===== config.mk =====
export PLATFORM = sky130hd
export DESIGN_NAME = sgi_rle_scanline_decoder
export DESIGN_NICKNAME = d
export VERILOG_FILES = /design/src/design/rled_pkg.sv /design/src/design/rled_front.sv /design/src/design/rled_queue.sv /design/src/design/sgi_rle_scanline_decoder.sv
export SDC_FILE = /design/constraint.sdc
export NUM_CORES = 1
export LEC_CHECK = 0
export BUFFER_PORTS_ARGS = -buffer_cell sky130_fd_sc_hd__buf_2
export CORE_MARGIN = 1
export CORE_UTILIZATION = 56
export CTS_CLUSTER_DIAMETER = 30
export DETAILED_ROUTE_END_ITERATION = 8
export PLACE_DENSITY = 0.77
export SYNTH_ARGS = -nofsm -noshare
export SYNTH_HDL_FRONTEND = slang
export SYNTH_HIERARCHICAL = 1
export SYNTH_SLANG_ARGS = --single-unit

===== constraint.sdc =====
create_clock -name clk -period 7.9 [get_ports clk]
set_input_delay 1.185 -clock clk [delete_from_list [all_inputs] [get_ports clk]]
set_output_delay 1.185 -clock clk [all_outputs]
set_load 0.05 [all_outputs]

===== src/design/rled_pkg.sv =====
package rled_pkg;

  // default width of the row position counter
  localparam int ROW_COUNT_BITS_DEF = 16;

  // result queue depth, a power of two of at least 2
  localparam int QUEUE_DEPTH = 4;
  localparam int QPTR_BITS   = $clog2(QUEUE_DEPTH);
  localparam int QCNT_BITS   = $clog2(QUEUE_DEPTH + 1);

  // configuration register indexes
  localparam logic CFG_TWO_BYTE    = 1'b0;
  localparam logic CFG_ROW_SAMPLES = 1'b1;

  // decode phases
  localparam logic [1:0] PH_CONTROL = 2'd0;
  localparam logic [1:0] PH_VALUE   = 2'd1;
  localparam logic [1:0] PH_LITERAL = 2'd2;

  localparam logic [6:0]  RUN_COUNT_MASK = 7'h7f;
  localparam int          LITERAL_BIT    = 7;
  localparam logic [15:0] PAD_BYTE       = 16'h00ff;
  localparam logic [15:0] PAD_WORD       = 16'hffff;

  typedef struct packed {
    logic [15:0] sample_in;
    logic        has_sample;
    logic        row_end;
    logic        fill_opaque;
  } in_item_t;

  typedef struct packed {
    logic [15:0] run_value;
    logic [15:0] run_count;
    logic        last_of_row;
  } out_item_t;

  // front to queue: number of new results and the results themselves
  typedef struct packed {
    logic [1:0] n;
    out_item_t  e0;
    out_item_t  e1;
  } push_t;

endpackage


===== src/design/rled_front.sv =====
module rled_front import rled_pkg::*; #(
  parameter int ROW_COUNT_BITS = ROW_COUNT_BITS_DEF
) (
  input  logic        clk,
  input  logic        rst,
  input  logic        accept,
  input  in_item_t    item,
  input  logic        two_byte_samples,
  input  logic [15:0] row_samples,
  output push_t       push
);

  logic [1:0]                phase, phase_next;
  logic [6:0]                pending, pending_next;
  logic [ROW_COUNT_BITS-1:0] produced, produced_next;
  logic                      stopped, stopped_next;

  logic [ROW_COUNT_BITS+15:0] lim_wide;
  logic [ROW_COUNT_BITS-1:0]  lim, room, room_after, c, pend_ext;
  logic [ROW_COUNT_BITS+15:0] c_wide, pad_wide;
  logic [15:0]                s;
  logic                       data_push;
  out_item_t                  data_run, pad_run;

  assign lim_wide = {{ROW_COUNT_BITS{1'b0}}, row_samples};
  assign lim      = lim_wide[ROW_COUNT_BITS-1:0];
  assign room     = (produced < lim) ? (lim - produced) : '0;
  assign s        = two_byte_samples ? item.sample_in : {8'h00, item.sample_in[7:0]};
  assign pend_ext = {{(ROW_COUNT_BITS-7){1'b0}}, pending};
  assign c        = (pend_ext < room) ? pend_ext : room;
  assign c_wide   = {16'h0000, c};

  always_comb begin
    phase_next    = phase;
    pending_next  = pending;
    produced_next = produced;
    stopped_next  = stopped;
    room_after    = room;
    data_push     = 1'b0;
    data_run      = '{run_value: s, run_count: 16'd1, last_of_row: 1'b0};

    if (!item.has_sample) begin
      stopped_next = 1'b1;
    end else if (!stopped) begin
      unique case (phase)
        PH_VALUE: begin
          data_push          = 1'b1;
          data_run.run_count = c_wide[15:0];
          produced_next      = produced + c;
          room_after         = room - c;
          pending_next       = '0;
          phase_next         = PH_CONTROL;
          if (pend_ext >= room) begin
            stopped_next = 1'b1;
          end
        end
        PH_LITERAL: begin
          if (room != '0) begin
            data_push     = 1'b1;
            produced_next = produced + 1'b1;
            room_after    = room - 1'b1;
          end
          pending_next = pending - 7'd1;
          if (pending == 7'd1) begin
            phase_next = PH_CONTROL;
          end
          if (room <= {{(ROW_COUNT_BITS-1){1'b0}}, 1'b1}) begin
            stopped_next = 1'b1;
          end
        end
        default: begin
          if (room == '0 || (s[6:0] & RUN_COUNT_MASK) == 7'd0) begin
            stopped_next = 1'b1;
          end else begin
            pending_next = s[6:0] & RUN_COUNT_MASK;
            phase_next   = s[LITERAL_BIT] ? PH_LITERAL : PH_VALUE;
          end
        end
      endcase
    end

    pad_wide = {16'h0000, room_after};
    pad_run.run_value   = item.fill_opaque ? (two_byte_samples ? PAD_WORD : PAD_BYTE) : 16'h0000;
    pad_run.run_count   = pad_wide[15:0];
    pad_run.last_of_row = 1'b1;

    if (item.row_end) begin
      phase_next    = PH_CONTROL;
      pending_next  = '0;
      produced_next = '0;
      stopped_next  = 1'b0;
    end

    push.e0 = data_push ? data_run : pad_run;
    push.e1 = pad_run;
    push.n  = 2'd0;
    if (accept) begin
      push.n = {1'b0, data_push} + {1'b0, item.row_end};
    end
  end

  always_ff @(posedge clk) begin
    if (rst) begin
      phase    <= PH_CONTROL;
      pending  <= '0;
      produced <= '0;
      stopped  <= 1'b0;
    end else if (accept) begin
      phase    <= phase_next;
      pending  <= pending_next;
      produced <= produced_next;
      stopped  <= stopped_next;
    end
  end

endmodule


===== src/design/rled_queue.sv =====
module rled_queue import rled_pkg::*; (
  input  logic      clk,
  input  logic      rst,
  input  push_t     push,
  output logic      full,
  output logic      out_valid,
  input  logic      out_stall,
  output out_item_t out_data
);

  out_item_t             mem [QUEUE_DEPTH];
  logic [QPTR_BITS-1:0]  wr_ptr, rd_ptr;
  logic [QCNT_BITS-1:0]  count;
  logic                  pop;

  assign out_valid = (count != '0);
  assign out_data  = mem[rd_ptr];
  assign pop       = out_valid && !out_stall;
  // room for two results is needed before an item can enter
  assign full      = (count > QCNT_BITS'(QUEUE_DEPTH - 2));

  always_ff @(posedge clk) begin
    if (push.n != 2'd0) begin
      mem[wr_ptr] <= push.e0;
    end
    if (push.n == 2'd2) begin
      mem[wr_ptr + 1'b1] <= push.e1;
    end
  end

  always_ff @(posedge clk) begin
    if (rst) begin
      wr_ptr <= '0;
      rd_ptr <= '0;
      count  <= '0;
    end else begin
      wr_ptr <= wr_ptr + QPTR_BITS'(push.n);
      if (pop) begin
        rd_ptr <= rd_ptr + 1'b1;
      end
      count <= count + QCNT_BITS'(push.n) - QCNT_BITS'(pop);
    end
  end

endmodule


===== src/design/sgi_rle_scanline_decoder.sv =====
// A request's runs enter the queue at the edge that accepts it; in an empty queue
// the first is valid in the cycle after. One request per cycle while in_stall is
// low; runs leave the four-entry queue one per cycle while out_stall is low.
// in_stall rises while fewer than two queue entries are free.
// Reset (rst, synchronous): row state cleared, queue emptied, byte mode,
// row_samples = 1.
module sgi_rle_scanline_decoder import rled_pkg::*; #(
  parameter int ROW_COUNT_BITS = ROW_COUNT_BITS_DEF
) (
  input  logic      clk,
  input  logic      rst,
  input  logic      in_valid,
  output logic      in_stall,
  input  in_item_t  in_data,
  output logic      out_valid,
  input  logic      out_stall,
  output out_item_t out_data,
  input  logic        cfg_write,
  input  logic        cfg_index,
  input  logic [15:0] cfg_data
);

  // configuration registers, used directly by the front end
  logic        two_byte_samples;
  logic [15:0] row_samples;

  logic  accept;
  logic  full;
  push_t push;

  always_ff @(posedge clk) begin
    if (rst) begin
      two_byte_samples <= 1'b0;
      row_samples      <= 16'd1;
    end else if (cfg_write) begin
      unique case (cfg_index)
        CFG_TWO_BYTE:    two_byte_samples <= cfg_data[0];
        CFG_ROW_SAMPLES: row_samples      <= cfg_data;
        default:         ;
      endcase
    end
  end

  // front end takes a request whenever the queue can absorb both of its
  // possible results (data run plus pad run)
  assign in_stall = full;
  assign accept   = in_valid && !in_stall;

  // front: classifies control / repeat value / literal samples, tracks the
  // row position and emits up to two runs per request
  rled_front #(
    .ROW_COUNT_BITS(ROW_COUNT_BITS)
  ) u_front (
    .clk              (clk),
    .rst              (rst),
    .accept           (accept),
    .item             (in_data),
    .two_byte_samples (two_byte_samples),
    .row_samples      (row_samples),
    .push             (push)
  );

  // back: run queue draining toward the output handshake
  rled_queue u_queue (
    .clk       (clk),
    .rst       (rst),
    .push      (push),
    .full      (full),
    .out_valid (out_valid),
    .out_stall (out_stall),
    .out_data  (out_data)
  );

endmodule


==> results by group, run 1 <==
Status
  • Status: complete, no violations

Finish
  • Final nets: 1304
  • Final Util: 61.52%
  • Area grow syn2layout: 7.231%
  • Antenna cell count: 0
  • Final instance area: 13970 um2
  • Layout cells sized above 1: 27.98%

Critical path
  • Worst Path Arrival: 7550 ps
  • Worst reg2reg startpoint: u_front/produced[8]
  • CP Buf/Inv Count: 1
  • Largest stage delay on the critical path: 640 ps
  • Critical Path RT: 8100 ps
  • Crit start category: flip-flop
  • WS Path Type: reg2reg
  • Critical path's slowest cell: o41ai_1
  • Most frequent CP cell: a21oi_1
  • CP endpoint kind: flip-flop
  • Cell family with most CP delay: compound AO/OA/AOI/OAI gates
  • Setup crit start: u_front/produced[8]
  • Flop-to-flop setup slack: 550 ps
  • CP Max Fanout: 17

Synth
  • Number of enable flip-flop cells after synthesis: 132
  • Number of synthesized register bits: 184
  • Synth area leaders: edfxtp_1, mux2_2, dfxtp_1, mux4_2, ha_1
  • Netlist cell types: 104
  • Register area share after synthesis: 38.41%
  • Leading area contributor after synthesis: edfxtp_1
  • Post-synthesis cell area: 13030 um2
  • Synth Flop Type: edfxtp_1
  • Mapped Avg Cell Area: 11.15 um2
  • Mapped Cells: 1168
  • Fraction of registers with async set/reset: 0%
  • Top cell type's share of synthesized area: 30.42%
  • Synth Warn #: 6

Clocking
  • CTS Hold Bufs: 0
  • Postcts setup bufs: 0
  • CTS H-tree depth: 4
  • Clock root buffer: clkbuf_16
  • Clock buffer count from CTS: 17
  • CTS tree: done
  • CTS resizes: 0
  • Clk Latency, worst-skew pair: 450 ps
  • Clock Tree Buf Depth: 2
  • Clock sinks: 184
  • Reg clk slew, reported paths: 80 ps

Routing
  • DR DRC count: 0
  • Detailed Routing Iterations Pass 1: 6
  • DR WL/cell: 20.99 um
  • Final wirelength: 31490 um
  • Post-route ant nets: 0
  • Post-DR vias/cell: 6.485
  • DR iter-0 viols: 942
  • Vias: 9727

STA
  • Tmin final: 7351 ps
  • Worst setup margin: 548.9 ps
  • Slew Viols, Final: 0
  • Max-slew headroom: 38.04%
  • Fmax: 136.0 MHz
  • Final hold vios: 0
  • Setup TNS: 0 ps
  • Worst slew pin tran: 929.4 ps
  • Setup Skew: 12.56 ps
  • Final setup vio count: 0
  • Final period utilization: 93.05%
  • RSZ-0062 raised after global routing: no

Hold path
  • Hold Crit Class: reg2reg
  • Hold Startpoint: u_front/produced[5]

Placed design
  • Post-placement setup slack: 750.8 ps
  • Post-DP HPWL: 20900 um
  • I/O Buffers: 75
  • GPL Wtd Cong: 1.046
  • Placed Area: 13390 um2

Power
  • Design Power: 3396 uW
  • PwrDens: 243.0 nW/um2
  • Leakage: 0.005228 uW
  • Worst VDD drop: 0.0001508 V

Die
  • Core area: 22710 um2
  • I/O Pins: 76
  • Die W: 154.5 um
  • Die area: 23880 um2
  • Initial cell density of the core: 57.37%
  • # rows: 55
  • Die H: 154.5 um

Global route
  • Largest net degree at the start of global routing: 53
  • GRT Util Overall: 26.56%
  • Initial antenna violation count: 0
  • First-pass GRT wire length: 49380 um
  • Number of global-route vias before repair: 9056
  • Global route total overflow: 0

Flow run
  • Max-Cap Viols: 0
layer usage:
metal	global-route usage (%)	share of wire, %	vias to the layer above
met2	43.42	48	403
li1	-	-	4510
met3	3.614	6.2	41
met5	0	0	-
met4	8.345	1.9	0
met1	36.67	44	4773
worst reg2reg max path: stages (launching register included):
cell and delay (ps):
dfxtp_1 370, inv_1 60, ha_1 440, nand4_1 250, a21oi_1 340, a21oi_4 140
o31ai_2 410, nand2_1 340, ha_1 400, nor2b_1 130, o21a_1 110, o21ai_0 70
a21oi_1 160, a21oi_1 90, nor2_1 180, nand4b_4 310, mux2i_1 360, ha_1 270
nor2b_1 130, o21ai_0 210, a21oi_1 140, o41ai_1 640, nand4_1 360, o21bai_1 220
a21oi_1 80, or4_1 580, mux2_1 320
cells in the mapped netlist, types with 13 or more instances:
library cell	count
mux2_2	97
nand3_1	40
clkbuf_1	23
nor3_1	25
a21o_1	14
nor2_1	66
o21ai_0	50
mux4_2	33
a211oi_1	13
mux2_4	30
a21oi_1	51
a21bo_1	13
or3_1	14
mux2i_1	14
nand2b_1	13
buf_2	19
buf_4	21
mux2_1	16
buf_6	15
edfxtp_1	132
nor2b_1	20
inv_1	50
xnor2_1	17
dfxtp_1	52
a21oi_2	14
nand2_1	53
ha_1	57
cells by family (layout without fill, tap and decap cells):
group,Yosys count,in the layout,share of synthesized area (%)
other,2,9,0.05764
XOR/XNOR,27,27,1.815
AO/OA/AOI/OAI,269,269,15.63
buffers and inverters,134,174,5.695
flip-flops,184,184,38.41
AND/OR/NAND/NOR,301,301,12.29
adder cells (fa/ha/maj),61,61,6.089
multiplexers,190,190,20.00
stage by stage:
stage	hold WS [ps]	std cells
after floorplan	440.9	1175
after global placement	472.7	1468
after detailed placement	477.2	1468
after CTS	488.2	1500
after global routing	521.5	1500
final	485.9	1500
where the power goes:
part,switching (uW),leakage [uW],internal [uW]
sequential,43.9,0.00163,1110
clock,432,0.000279,426
combinational,881,0.00332,497
state kept, by name, indices dropped and copies added (netlist names), 2 cells and up, named ones only:
register / flops
u_front/phase: 2
u_front/produced: 16
u_queue/rd_ptr: 2
u_queue/count: 3
u_front/pending: 7
u_queue/mem: 132
u_queue/wr_ptr: 2
row_samples: 16
final timing paths:
kind,endpoint,cells after the start
max,u_queue/mem[2][14],26
min,u_front/produced[5],2
max reg2reg,u_queue/mem[2][14],26
min reg2reg,u_front/produced[5],2
area by class of cell:
class                           instances  area (um2)
Fill cell                            1828        8738
Timing Repair Buffer                   91       495.5
Tap cell                              285       356.6
Clock inverter                         14       150.1
Multi-Input combinational cell        857        7342
Clock buffer                           18       429.2
Inverter                               51       191.4
Sequential cell                       184        5006
placed cells by master (no fill, tap or decap), drive strengths merged, types with 21 or more instances in the layout:
cell,n
mux4,33
buf,91
edfxtp,132
nor3,28
nand3,41
nand2,54
a21oi,67
inv,59
dfxtp,52
o21ai,55
nor2b,21
mux2,143
nor2,68
ha,57
(Power assumes the default switching activity.)
==> inputs of run 2 (changes only) <==
CORE_UTILIZATION = 25   (was 56)
PLACE_DENSITY = 0.41   (was 0.77)
==> results by group, run 2 (synthesis results as in run 1) <==
Power
  • PwrDens: 236.7 nW/um2 (-2.6%)
  • Worst VDD drop: 0.0001649 V (+9.4%)
  • Design Power: 3453 uW (+1.7%)
  • Leakage: 0.005274 uW (+0.88%)

Die
  • Die W: 230.3 um (+49%)
  • Die H: 230.3 um (+49%)
  • Initial cell density of the core: 25.35% (-32 points)
  • # rows: 83 (+51%)
  • Die area: 53030 um2 (+120%)
  • Core area: 51410 um2 (+130%)
  • I/O Pins: 76 (unchanged)

Clocking
  • Reg clk slew, reported paths: 70 ps (about the same)
  • Clk Latency, worst-skew pair: 480 ps (+30 ps)
  • Postcts setup bufs: 0 (unchanged)
  • Clock Tree Buf Depth: 2 (unchanged)
  • Clock sinks: 184 (unchanged)
  • Clock root buffer: clkbuf_16
  • Clock buffer count from CTS: 17 (unchanged)
  • CTS Hold Bufs: 0 (unchanged)
  • CTS resizes: 0 (unchanged)
  • CTS tree: done
  • CTS H-tree depth: 4 (unchanged)

Global route
  • Largest net degree at the start of global routing: 53 (unchanged)
  • Initial antenna violation count: 1 (+1)
  • Busiest grt layer: met2
  • GRT Util Overall: 14.34% (-12 points)
  • M2 GR Usage: 22.20% (-21 points)
  • First-pass GRT wire length: 57900 um (+17%)
  • GR Layer Usage met1: 19.94% (-17 points)
  • Number of global-route vias before repair: 9476 (+4.6%)
  • Met3 usage: 2.703% (-0.91 points)
  • Global route total overflow: 0 (unchanged)

Routing
  • DR WL/cell: 19.32 um (-8.0%)
  • DR iter-0 viols: 499 (-47%)
  • Vias: 9363 (-3.7%)
  • DR DRC count: 0 (unchanged)
  • Detailed Routing Iterations Pass 1: 5 (-1)
  • Final wirelength: 36740 um (+17%)
  • Post-route ant nets: 0 (unchanged)
  • Post-DR vias/cell: 4.923 (-24%)

Critical path
  • Worst Path Arrival: 7430 ps (-120 ps)
  • CP endpoint kind: flip-flop
  • Cell family with most CP delay: compound AO/OA/AOI/OAI gates
  • Largest stage delay on the critical path: 590 ps (-50 ps)
  • CP Buf/Inv Count: 3 (+2)
  • Critical Path RT: 8130 ps (+30 ps)
  • WS Path Type: reg2reg
  • Crit start category: flip-flop
  • CP Max Fanout: 17 (unchanged)
  • Critical path's slowest cell: a211oi_1

Finish
  • FF/Latch Area: 5006 um2 (unchanged)
  • Final Util: 28.37% (-33 points)
  • Fill cells: 5346 (+190%)
  • Layout cells sized above 1: 28.67% (+0.68 points)
  • Top flop regs: u_queue/mem (132), row_samples (16), u_front/produced (16)
  • Area grow syn2layout: 11.94%
  • Top reg by flops: u_queue/mem
  • Commonest non-fill, non-tap cell in the layout: edfxtp_1
  • Final nets: 1310 (+0.46%)
  • Most frequent cells in the layout: edfxtp_1, mux2_2, buf_2, nor2_1, ha_1
  • Area occupied by multi-input gates: 7362 um2 (+0.27%)
  • Max reg flops: 132 (unchanged)

STA
  • Worst slew pin tran: 1046 ps (+116.6 ps)
  • Final setup vio count: 0 (unchanged)
  • Setup Skew: 17.01 ps (+4.457 ps)
  • Hold_ws: 494.0 ps (+8.051 ps)
  • Max-slew headroom: 29.38% (-8.7 points)
  • Slew Viols, Final: 0 (unchanged)
  • Fmax: 138.9 MHz (+2.1%)
  • Tmin final: 7199 ps (-151.8 ps)
  • Final hold vios: 0 (unchanged)
  • Setup TNS: 0 ps (unchanged)
  • RSZ-0062 raised after global routing: no
  • Final period utilization: 91.13% (-1.9 points)

Status
  • Status: complete, no violations

Placed design
  • GPL Wtd Cong: 0.8570 (-18%)
  • Post-DP HPWL: 25290 um (+21%)
  • I/O Buffers: 75 (unchanged)

Hold path
  • Hold Crit Class: reg2reg

Flow run
  • Max-Cap Viols: 0 (unchanged)
## run 2: changes by cell type in the layout (fill, tap and decap cells not counted), sizes merged
cell / previous run / this run
bufinv: 0 / 1
clkinvlp: 2 / 3
inv: 59 / 57
clkbuf: 18 / 17
diode: 0 / 1
buf: 91 / 97
clkinv: 4 / 5
## run 2: path summary, 6_finish.rpt
kind | startpoint | endpoint | slack, ps | cells past startpoint
setup / recovery | u_front/produced[0] | u_queue/mem[2][13] | 700 | 30
hold / removal | u_front/produced[8] | u_front/produced[8] | 490 | 2
setup reg to reg | u_front/produced[0] | u_queue/mem[2][13] | 700 | 30
hold reg to reg | u_front/produced[8] | u_front/produced[8] | 490 | 2
## run 2: layout make-up
class | instances | share of cell area (%)
Multi-Input combinational cell | 857 | 50.48
Sequential cell | 184 | 34.33
Tap cell | 680 | 5.834
Timing Repair Buffer | 97 | 4.049
Clock buffer | 17 | 2.917
Inverter | 51 | 1.313
Clock inverter | 15 | 1.064
Antenna cell | 1 | 0.01716
## run 2: where the power goes
group	switching, uW	total [uW]	internal [uW]	leakage (uW)
clock network	431	877	446	0.000279
registers	44.0	1160	1110	0.00163
logic	911	1420	505	0.00336
## run 2: worst reg2reg max path: cells and delay by family (launching register included)
family,cells,cell delay [ps]
adder cells (fa/ha/maj),5,1180
AO/OA/AOI/OAI,14,3410
flip-flops,1,360
multiplexers,3,760
buffers and inverters,3,360
AND/OR/NAND/NOR,5,900
## run 2: through the flow
step	cells	cell area [um2]	setup WS (ps)
final	1902	14580	700.8
after global routing	1902	14580	27.13
after CTS	1901	14560	661.9
after detailed placement	1869	13980	694.1
after global placement	1869	13980	851.3
after floorplan	1175	13060	225.3
## run 2: per-layer routing
| layer | wire [um] | vias to the layer above |
|---|---|---|
| met5 | 0 | - |
| met1 | 18080 | 4626 |
| met2 | 16670 | 170 |
| met3 | 1253 | 40 |
| met4 | 736 | 0 |
| li1 | - | 4527 |
